## src/rtl/button_encoder_event_qualifier_top_assert.svh

```systemverilog
// assertion macros used by the top-level rtl file
`ifndef BUTTON_ENCODER_EVENT_QUALIFIER_TOP_ASSERT_SVH
`define BUTTON_ENCODER_EVENT_QUALIFIER_TOP_ASSERT_SVH

`ifndef ASSERT_OFF

// same-cycle implication, disabled while in reset
`define BEQ_ASSERT_IMPL(lbl, clk, rst_n, ante, cons) \
    lbl: assert property (@(posedge clk) disable iff (!rst_n) (ante) |-> (cons)) \
        else $error("beq assertion failed");

// next-cycle implication, disabled while in reset
`define BEQ_ASSERT_NEXT(lbl, clk, rst_n, ante, cons) \
    lbl: assert property (@(posedge clk) disable iff (!rst_n) (ante) |=> (cons)) \
        else $error("beq assertion failed");

`else

`define BEQ_ASSERT_IMPL(lbl, clk, rst_n, ante, cons)
`define BEQ_ASSERT_NEXT(lbl, clk, rst_n, ante, cons)

`endif

`endif

```

## src/rtl/beq_pkg.sv

```systemverilog
`default_nettype none

package beq_pkg;

    // event kinds
    localparam logic [1:0] KIND_WAKE   = 2'd0;
    localparam logic [1:0] KIND_SHORT  = 2'd1;
    localparam logic [1:0] KIND_LONG   = 2'd2;
    localparam logic [1:0] KIND_MOTION = 2'd3;

    // request commands
    localparam logic CMD_POLL  = 1'b0;
    localparam logic CMD_BEGIN = 1'b1;

    // configuration register indexes
    localparam logic [1:0] CFG_DEBOUNCE  = 2'd0;
    localparam logic [1:0] CFG_LONG      = 2'd1;
    localparam logic [1:0] CFG_INTERVAL  = 2'd2;
    localparam logic [1:0] CFG_MAX_EVENT = 2'd3;

    // result queue sizing
    localparam int unsigned MAX_RESULTS = 2;
    localparam int unsigned EVQ_DEPTH   = 4;
    localparam int unsigned EVQ_PTR_W   = $clog2(EVQ_DEPTH);
    localparam int unsigned EVQ_CNT_W   = $clog2(EVQ_DEPTH + 1);
    localparam logic [EVQ_CNT_W-1:0] EVQ_ACCEPT_MAX = EVQ_CNT_W'(EVQ_DEPTH - MAX_RESULTS);

    // one result
    typedef struct packed {
        logic [1:0]         kind;
        logic signed [15:0] delta;
        logic               last;
    } t_event;

    // side fields of one request moving down the pipe
    typedef struct packed {
        logic        cmd;
        logic [31:0] now;
        logic        level;
    } t_item;

endpackage

`default_nettype wire

```

## src/rtl/button_encoder_event_qualifier_top.sv

```systemverilog
// channel   | dir | signals                         | contents
// ----------+-----+---------------------------------+-----------------------------------------
// request   | in  | i_s_tvalid/o_s_tready/tdata/tuser| tdata: now_ms, button_level,
//           |     |                                 | encoder_count; tuser: command
// event     | out | o_m_tvalid/i_m_tready/tdata/    | tdata: step_delta; tuser: event_kind;
//           |     | tlast/tuser                     | tlast: last_event
// config    | in  | i_cfg_we/i_cfg_index/i_cfg_data | register write, no read-back
//
// one request is taken per cycle while o_s_tready is high; each passes three
// pipe registers (the divide by ticks per step is a reciprocal multiply plus
// one correction), then the debounce and encoder state step, and its events
// are written into the event queue.
// the four-entry event queue accepts a request while it holds two or fewer
// events; requests yielding two events drain at one event per cycle while i_m_tready is high.
// synchronous active-low reset restores register defaults and clears state.
`default_nettype none

`include "button_encoder_event_qualifier_top_assert.svh"

module button_encoder_event_qualifier_top
    import beq_pkg::*;
#(
    parameter int TICKS_PER_STEP = 4
) (
    input  wire logic        i_clk,
    input  wire logic        i_rst_n,
    // request channel
    input  wire logic        i_s_tvalid,
    output logic             o_s_tready,
    input  wire logic [71:0] i_s_tdata,   // now_ms[31:0], button_level[32], encoder_count[64:33]
    input  wire logic        i_s_tuser,   // command[0]
    // event channel
    output logic             o_m_tvalid,
    input  wire logic        i_m_tready,
    output logic [15:0]      o_m_tdata,   // step_delta[15:0]
    output logic             o_m_tlast,
    output logic [1:0]       o_m_tuser,   // event_kind[1:0]
    // configuration
    input  wire logic        i_cfg_we,
    input  wire logic [1:0]  i_cfg_index,
    input  wire logic [15:0] i_cfg_data
);

    // configuration registers
    logic [15:0] r_debounce_ms;
    logic [15:0] r_long_press_ms;
    logic [15:0] r_read_interval_ms;
    logic [1:0]  r_max_events;

    // qualifier state
    logic        r_prev_raw_pressed;
    logic [31:0] r_raw_change_time;
    logic        r_stable_pressed;
    logic [31:0] r_press_start_time;
    logic        r_press_reported;
    logic        r_long_reported;
    logic [31:0] r_enc_baseline;
    logic [31:0] r_enc_sample_time;
    logic        r_enc_ready;

    // pipe
    t_item       r_pipe [3];
    logic [2:0]  r_vld;

    t_item       w_in_item;
    logic [31:0] w_steps;
    logic        w_adv;
    logic        w_step_fire;
    logic [EVQ_CNT_W-1:0] w_count;
    t_event      w_ev0;
    t_event      w_ev1;
    t_event      w_out_ev;
    logic [1:0]  w_push_cnt;

    // step outputs
    logic        w_raw_pressed;
    logic [31:0] w_change_time;
    logic        w_settled;
    logic        w_ev_wake;
    logic        w_ev_short;
    logic        w_ev_long;
    logic        w_ev_btn;
    logic [1:0]  w_btn_kind;
    logic        w_stable_n;
    logic [31:0] w_press_start_n;
    logic        w_long_mid;
    logic        w_enc_go;
    logic [31:0] w_delta;
    logic        w_ev_motion;
    logic        w_two_allowed;
    logic [1:0]  w_found;

    // request unpacking
    assign w_in_item.cmd   = i_s_tuser;
    assign w_in_item.now   = i_s_tdata[31:0];
    assign w_in_item.level = i_s_tdata[32];

    // the pipe moves when the queue has room for a full set of events
    assign w_adv       = (w_count <= EVQ_ACCEPT_MAX);
    assign o_s_tready  = w_adv;
    assign w_step_fire = w_adv && r_vld[2];

    beq_to_steps #(
        .TICKS_PER_STEP (TICKS_PER_STEP)
    ) u_to_steps (
        .i_clk   (i_clk),
        .i_en    (w_adv),
        .i_count (signed'(i_s_tdata[64:33])),
        .o_steps (w_steps)
    );

    // side fields travel alongside the divider
    always_ff @(posedge i_clk) begin
        if (w_adv) begin
            r_pipe[0] <= w_in_item;
            r_pipe[1] <= r_pipe[0];
            r_pipe[2] <= r_pipe[1];
        end
    end

    always_ff @(posedge i_clk) begin
        if (!i_rst_n) begin
            r_vld <= '0;
        end else if (w_adv) begin
            r_vld <= {r_vld[1:0], i_s_tvalid};
        end
    end

    // button debounce and press classification
    always_comb begin
        w_raw_pressed   = !r_pipe[2].level;
        w_change_time   = (w_raw_pressed != r_prev_raw_pressed) ? r_pipe[2].now
                                                                : r_raw_change_time;
        w_settled       = ((r_pipe[2].now - w_change_time) > {16'd0, r_debounce_ms});
        w_ev_wake       = w_settled && (w_raw_pressed != r_stable_pressed) && w_raw_pressed;
        w_ev_short      = w_settled && (w_raw_pressed != r_stable_pressed) && !w_raw_pressed
                          && !r_press_reported && !r_long_reported;
        w_stable_n      = w_settled ? w_raw_pressed : r_stable_pressed;
        w_press_start_n = w_ev_wake ? r_pipe[2].now : r_press_start_time;
        w_long_mid      = w_ev_wake ? 1'b0 : r_long_reported;
        w_ev_long       = w_settled && w_stable_n && !w_long_mid
                          && ((r_pipe[2].now - w_press_start_n) > {16'd0, r_long_press_ms});
        w_ev_btn        = w_ev_wake || w_ev_short || w_ev_long;
        w_btn_kind      = w_ev_wake ? KIND_WAKE : (w_ev_short ? KIND_SHORT : KIND_LONG);
    end

    // encoder sampling
    always_comb begin
        w_enc_go    = r_enc_ready
                      && ((r_pipe[2].now - r_enc_sample_time) >= {16'd0, r_read_interval_ms});
        w_delta     = w_steps - r_enc_baseline;
        w_ev_motion = w_enc_go && (w_delta != 32'd0);
    end

    // event list for the queue
    always_comb begin
        w_two_allowed = (r_max_events != 2'd1);
        w_found       = 2'(w_ev_btn) + 2'(w_ev_motion);
        w_push_cnt    = 2'd0;
        if (w_step_fire && (r_pipe[2].cmd == CMD_POLL) && (r_max_events != 2'd0)) begin
            w_push_cnt = (!w_two_allowed && (w_found == 2'd2)) ? 2'd1 : w_found;
        end
        w_ev0.kind  = w_ev_btn ? w_btn_kind : KIND_MOTION;
        w_ev0.delta = w_ev_btn ? 16'sd0 : signed'(w_delta[15:0]);
        w_ev0.last  = (w_push_cnt == 2'd1);
        w_ev1.kind  = KIND_MOTION;
        w_ev1.delta = signed'(w_delta[15:0]);
        w_ev1.last  = 1'b1;
    end

    // configuration writes
    always_ff @(posedge i_clk) begin
        if (!i_rst_n) begin
            r_debounce_ms      <= 16'd50;
            r_long_press_ms    <= 16'd1000;
            r_read_interval_ms <= 16'd10;
            r_max_events       <= 2'd2;
        end else if (i_cfg_we) begin
            case (i_cfg_index)
                CFG_DEBOUNCE:  r_debounce_ms      <= i_cfg_data;
                CFG_LONG:      r_long_press_ms    <= i_cfg_data;
                CFG_INTERVAL:  r_read_interval_ms <= i_cfg_data;
                CFG_MAX_EVENT: r_max_events       <= i_cfg_data[1:0];
                default: begin
                end
            endcase
        end
    end

    // state update
    always_ff @(posedge i_clk) begin
        if (!i_rst_n) begin
            r_prev_raw_pressed <= 1'b0;
            r_raw_change_time  <= '0;
            r_stable_pressed   <= 1'b0;
            r_press_start_time <= '0;
            r_press_reported   <= 1'b0;
            r_long_reported    <= 1'b0;
            r_enc_baseline     <= '0;
            r_enc_sample_time  <= '0;
            r_enc_ready        <= 1'b0;
        end else if (w_step_fire) begin
            if (r_pipe[2].cmd == CMD_BEGIN) begin
                r_enc_baseline    <= w_steps;
                r_enc_sample_time <= '0;
                r_enc_ready       <= 1'b1;
            end else if (r_max_events != 2'd0) begin
                r_prev_raw_pressed <= w_raw_pressed;
                r_raw_change_time  <= w_change_time;
                r_stable_pressed   <= w_stable_n;
                r_press_start_time <= w_press_start_n;
                if (w_ev_wake) begin
                    r_press_reported <= 1'b0;
                    r_long_reported  <= 1'b0;
                end
                if (w_ev_short) begin
                    r_press_reported <= 1'b1;
                end
                if (w_ev_long) begin
                    r_press_reported <= 1'b1;
                    r_long_reported  <= 1'b1;
                end
                if (w_ev_motion) begin
                    r_enc_baseline <= w_steps;
                end
                if (w_enc_go) begin
                    r_enc_sample_time <= r_pipe[2].now;
                end
            end
        end
    end

    beq_out_fifo u_out_fifo (
        .i_clk      (i_clk),
        .i_rst_n    (i_rst_n),
        .i_push_cnt (w_push_cnt),
        .i_ev0      (w_ev0),
        .i_ev1      (w_ev1),
        .i_ready    (i_m_tready),
        .o_valid    (o_m_tvalid),
        .o_event    (w_out_ev),
        .o_count    (w_count)
    );

    // output packing
    assign o_m_tdata = 16'(w_out_ev.delta);
    assign o_m_tuser = w_out_ev.kind;
    assign o_m_tlast = w_out_ev.last;

    // assertions
    `BEQ_ASSERT_IMPL(a_begin_silent, i_clk, i_rst_n,
        w_step_fire && (r_pipe[2].cmd == CMD_BEGIN), w_push_cnt == 2'd0)
    `BEQ_ASSERT_NEXT(a_begin_arms_encoder, i_clk, i_rst_n,
        w_step_fire && (r_pipe[2].cmd == CMD_BEGIN), r_enc_ready)
    `BEQ_ASSERT_IMPL(a_press_wakes, i_clk, i_rst_n,
        $rose(r_stable_pressed), $past(w_push_cnt) != 2'd0)
    `BEQ_ASSERT_IMPL(a_long_marks_press, i_clk, i_rst_n,
        $rose(r_long_reported), r_press_reported)

endmodule

`default_nettype wire

```

## src/rtl/beq_to_steps.sv

```systemverilog
`default_nettype none

// signed count divided by the ticks per step, truncating toward zero;
// three register stages: magnitude, reciprocal product, corrected quotient
module beq_to_steps #(
    parameter int TICKS_PER_STEP = 4
) (
    input  wire logic               i_clk,
    input  wire logic               i_en,
    input  wire logic signed [31:0] i_count,
    output logic        [31:0]      o_steps
);

    localparam int unsigned SHIFT = 32 + $clog2(TICKS_PER_STEP);
    localparam logic [32:0] RECIP = 33'((65'd1 << SHIFT) / 65'(TICKS_PER_STEP));
    localparam logic [31:0] DIVISOR = 32'(TICKS_PER_STEP);

    logic [31:0] r_mag;
    logic        r_neg;
    logic [64:0] r_prod;
    logic [31:0] r_mag2;
    logic        r_neg2;
    logic [31:0] r_steps;

    logic [31:0] w_abs;
    logic [31:0] w_q0;
    logic [31:0] w_rem;
    logic [31:0] w_q;

    // magnitude of the raw count
    assign w_abs = i_count[31] ? (32'd0 - 32'(i_count)) : 32'(i_count);

    // estimate is the quotient or one below it
    assign w_q0  = 32'(r_prod >> SHIFT);
    assign w_rem = r_mag2 - 32'(w_q0 * DIVISOR);
    assign w_q   = (w_rem >= DIVISOR) ? (w_q0 + 32'd1) : w_q0;

    // stage registers
    always_ff @(posedge i_clk) begin
        if (i_en) begin
            r_mag   <= w_abs;
            r_neg   <= i_count[31];
            r_prod  <= {33'd0, r_mag} * {32'd0, RECIP};
            r_mag2  <= r_mag;
            r_neg2  <= r_neg;
            r_steps <= r_neg2 ? (32'd0 - w_q) : w_q;
        end
    end

    assign o_steps = r_steps;

endmodule

`default_nettype wire

```

## src/rtl/beq_out_fifo.sv

```systemverilog
`default_nettype none

// small result queue: up to two writes and one read per cycle
module beq_out_fifo
    import beq_pkg::*;
(
    input  wire logic                 i_clk,
    input  wire logic                 i_rst_n,
    input  wire logic [1:0]           i_push_cnt,
    input  wire t_event               i_ev0,
    input  wire t_event               i_ev1,
    input  wire logic                 i_ready,
    output logic                      o_valid,
    output t_event                    o_event,
    output logic [EVQ_CNT_W-1:0]      o_count
);

    t_event                 r_mem [EVQ_DEPTH];
    logic [EVQ_PTR_W-1:0]   r_wr_ptr;
    logic [EVQ_PTR_W-1:0]   r_rd_ptr;
    logic [EVQ_CNT_W-1:0]   r_count;
    logic                   w_pop;

    assign o_valid = (r_count != '0);
    assign w_pop   = o_valid && i_ready;
    assign o_event = r_mem[r_rd_ptr];
    assign o_count = r_count;

    // entry writes
    always_ff @(posedge i_clk) begin
        if (i_push_cnt != 2'd0) begin
            r_mem[r_wr_ptr] <= i_ev0;
        end
        if (i_push_cnt == 2'd2) begin
            r_mem[r_wr_ptr + EVQ_PTR_W'(1)] <= i_ev1;
        end
    end

    // pointers and fill count
    always_ff @(posedge i_clk) begin
        if (!i_rst_n) begin
            r_wr_ptr <= '0;
            r_rd_ptr <= '0;
            r_count  <= '0;
        end else begin
            r_wr_ptr <= r_wr_ptr + EVQ_PTR_W'(i_push_cnt);
            if (w_pop) begin
                r_rd_ptr <= r_rd_ptr + EVQ_PTR_W'(1);
            end
            r_count <= r_count + EVQ_CNT_W'(i_push_cnt) - EVQ_CNT_W'(w_pop);
        end
    end

endmodule

`default_nettype wire
```

## config.mk

```make
export PLATFORM = sky130hd
export DESIGN_NAME = button_encoder_event_qualifier_top
export DESIGN_NICKNAME = d
export VERILOG_FILES = /design/src/rtl/beq_pkg.sv /design/src/rtl/button_encoder_event_qualifier_top.sv /design/src/rtl/beq_to_steps.sv /design/src/rtl/beq_out_fifo.sv
export VERILOG_INCLUDE_DIRS = /design/src /design/src/rtl
export SDC_FILE = /design/constraint.sdc
export NUM_CORES = 1
export LEC_CHECK = 0
export ABC_AREA = 0
export BUFFER_PORTS_ARGS = -buffer_cell sky130_fd_sc_hd__buf_2
export CELL_PAD_IN_SITES_DETAIL_PLACEMENT = 1
export CELL_PAD_IN_SITES_GLOBAL_PLACEMENT = 1
export CORE_MARGIN = 2
export CORE_UTILIZATION = 53
export DETAILED_ROUTE_END_ITERATION = 7
export GPL_ROUTABILITY_DRIVEN = 1
export PLACE_DENSITY_LB_ADDON = 0.1
export SKIP_LAST_GASP = 1
export SYNTH_ARGS = -nofsm -noshare
export SYNTH_HDL_FRONTEND = slang
export SYNTH_SLANG_ARGS = --single-unit
```

## constraint.sdc

```tcl
create_clock -name i_clk -period 21.9 [get_ports i_clk]
set_input_delay 4.38 -clock i_clk [delete_from_list [all_inputs] [get_ports i_clk]]
set_output_delay 4.38 -clock i_clk [all_outputs]
set_load 0.02 [all_outputs]
```

==> results.toml <==
[detailed_routing]
vias = 22300
ant_nets = 0
via_per_inst = 6.13
drt_iter0_drc = 1427
routed_wl_mm = 81.1
drtPass1Iterations = 5
drc = 0
wl_per_cell_um = 22.3

[die]
dieArea_um2 = 53600
ioPinCount = 117
start_util_pct = 53.5
die_w_um = 231
die_y_um = 231
coreArea_um2 = 51200
rows = 83

[placed_design]
post-place-ws_ns = 4.78
gp_congestion = 0.909
place_hpwl_mm = 57.9
portBuffers = 109

[timing]
final-setup-viol-count = 0
relSlewSlack_pct = 14.6
setup_ws_ns = 4.45
tightest_slew_ns = 1.28
rsz0062_at_grt = "false"
hold_ws_ns = 0.410
clock.fmax_mhz = 57.3
post-route-period-util_pct = 79.7
finalMaxSlewViolations = 0
skew_ns = 0.0406
period_needed_ns = 17.45
hold_viol_final = 0
tns_ns = 0

[logic_synthesis]
synth-seq-cells = 467
syn-num-nets = 3115
synth_common_cells = "nand2_1, edfxtp_1, dfxtp_1, a21oi_1, inv_1"
synth_warnings = 0
synthDominantCellAreaShare_pct = 28.5
synth_area_per_cell_um2 = 9.62
synthFlopType = "edfxtp_1"
async_flop_share_pct = 0
synth-edff-count = 260
synth_cell_types = 94
ys_seq_area_share_pct = 43.6
yosysMostFrequentCell = "nand2_1"
syn_inst = 2849
syn_area_um2 = 27400
yosysTopAreaCell = "edfxtp_1"
ys_top_cells_by_area = "edfxtp_1, dfxtp_1, ha_1"

[outcome]
status = "finished clean"

[worst_hold_path]
hold_path_startpoint = "r_pipe[0][30]"
hp-class = "register to register"
hold_depth = 0
hold_end = "r_pipe[0][64]"

[clock_tree]
post_cts_buffers = 0
cts_made_buffers = 51
postCtsHoldBufs = 0
insertion_delay_ns = 0.62
post_cts_resized = 0
cts_sinks = 467
clockRootBuffer = "clkbuf_16"
clk_pin_slew_ns = 0.06
cts_tree = "yes"
h-tree-depth = 2
cts_max_path_buffers = 3

[power]
p_seq_share_pct = 27.1
pwr-share-clk_pct = 18.1
p_int_mw = 2.83
p_sw_mw = 2.36
ir_worst_vdd_mv = 0.112
swShare_pct = 45.5
p_total_mw = 5.19
combPwrFrac_pct = 54.8
p_per_area_nw_per_um2 = 171
p_leak_nw = 11.8

[job]
cap_violations = 0

[global_route]
grt_pass1_vias = 22800
antenna_found_initial = 3
grt_max_degree = 155
grt_overflow = 0
grt_pass1_wl_mm = 128
grt_util_all_layers_pct = 30.2

[finish]
area_growth_pct = 10.6
drive_gt1_share_pct = 10.2
final_util_pct = 59.2
num-nets-final = 3172

[worst_setup_path]
critical_path_buf_inv_count = 3
r2r_end = "u_out_fifo.r_mem[0][17]"
cp-start-kind = "register"
crit_fanout = 26
required_ns = 22.43
reg2reg_depth = 66
cpMostUsedCell = "o21ai_0"
reg2reg_from = "r_pipe[0][68]"
crit_family = "simple AND/OR/NAND/NOR gates"
crit_slowest_cell = "nand2_1"
r2r_setup_slack_ns = 4.45
criticalPathCategory = "register to register"
max_stage_delay_ns = 1.00
cp_data_arrival_time_ns = 17.98
critPathCaptureType = "register"
## layout make-up
type / count / area (µm²)
clock inverter: 26 / 377
antenna: 1 / 2.50
fill: 5693 / 20900
multi-input combinational: 2085 / 14300
sequential: 467 / 12000
inverter: 176 / 661
tap: 680 / 851
timing repair buffer: 125 / 684
clock buffer: 70 / 1460
## flip-flops by register name, indices dropped and copies added (netlist names), 2 cells and up, named ones only
register	cells
u_out_fifo.r_wr_ptr	2
r_long_press_ms	16
r_vld	3
r_max_events	2
r_enc_sample_time	32
r_debounce_ms	16
r_raw_change_time	32
r_pipe	102
r_enc_baseline	32
u_out_fifo.o_count	3
r_press_start_time	32
r_read_interval_ms	16
u_to_steps.r_prod	30
u_to_steps.r_mag	30
u_out_fifo.r_rd_ptr	2
u_out_fifo.r_mem	76
u_to_steps.o_steps	32
## kinds of logic (layout without fill, tap and decap cells)
kind of cell	Yosys count	after routing	synth area share, %
AO/OA/AOI/OAI	771	771	19.0
XOR/XNOR	143	143	4.69
adder cells (fa/ha/maj)	179	179	8.20
buffers and inverters	297	397	4.26
flip-flops	467	467	43.6
multiplexers	87	87	4.06
other	0	1	0
AND/OR/NAND/NOR	905	905	16.2
## worst reg2reg max path, delay by kind of cell, from the launching register on
family / cells / cell delay [ns]
simple gates: 24 / 7.15
compound gates: 29 / 6.70
fa+ha+maj: 5 / 1.43
buf+inv: 3 / 0.62
mux: 2 / 0.62
xor+xnor: 3 / 0.56
flops: 1 / 0.36
## layout by cell type, fill, tap and decap left out, types with 54 or more instances in the layout
master	n
nand2_1	345
inv_1	176
nand3_1	105
edfxtp_1	260
nor2_1	128
a21oi_1	195
mux2i_1	64
buf_2	108
a21boi_0	96
o21ai_0	159
dfxtp_1	207
xnor2_1	101
clkbuf_16	54
ha_1	166
## power by group through the flow
stage	combinational (mW)	clock [mW]	sequential (mW)
5_1_grt	3.13	0.984	1.42
3_5_place_dp	2.78	0	1.41
2_1_floorplan	2.07	0	1.34
6_report	2.84	0.939	1.40
4_1_cts	2.81	0.954	1.40
3_3_place_gp	2.65	0	1.39
## through the flow
step | cell area, µm² | instances
2_1_floorplan | 27400 | 2849
6_report | 30300 | 3630
3_3_place_gp | 28500 | 3533
5_1_grt | 30300 | 3629
3_5_place_dp | 28500 | 3533
4_1_cts | 30300 | 3629
## routing by layer
metal	share of wire (%)	up-vias	global-route usage, %
met3	5.3	128	4.00
li1	-	10500	-
met1	45	11100	41.5
met4	2.4	0	8.08
met5	0	-	0
met2	47	556	50.3
## worst max-delay path by stage
stage | startpoint | endpoint | slack [ns] | cells after the start
CTS | r_pipe[0][68] | u_out_fifo.r_mem[0][17] | 4.51 | 68
global route | r_pipe[0][68] | u_out_fifo.r_mem[0][17] | 3.12 | 68
floorplan | u_out_fifo.o_count[2] | o_s_tready | 7.21 | 1
finish | r_pipe[0][68] | u_out_fifo.r_mem[0][17] | 4.45 | 66
global placement | r_pipe[0][68] | u_out_fifo.r_mem[0][11] | 5.28 | 66
detailed placement | r_pipe[0][68] | u_out_fifo.r_mem[0][3] | 4.78 | 66
Note: power is estimated with default switching activity, not from simulation.
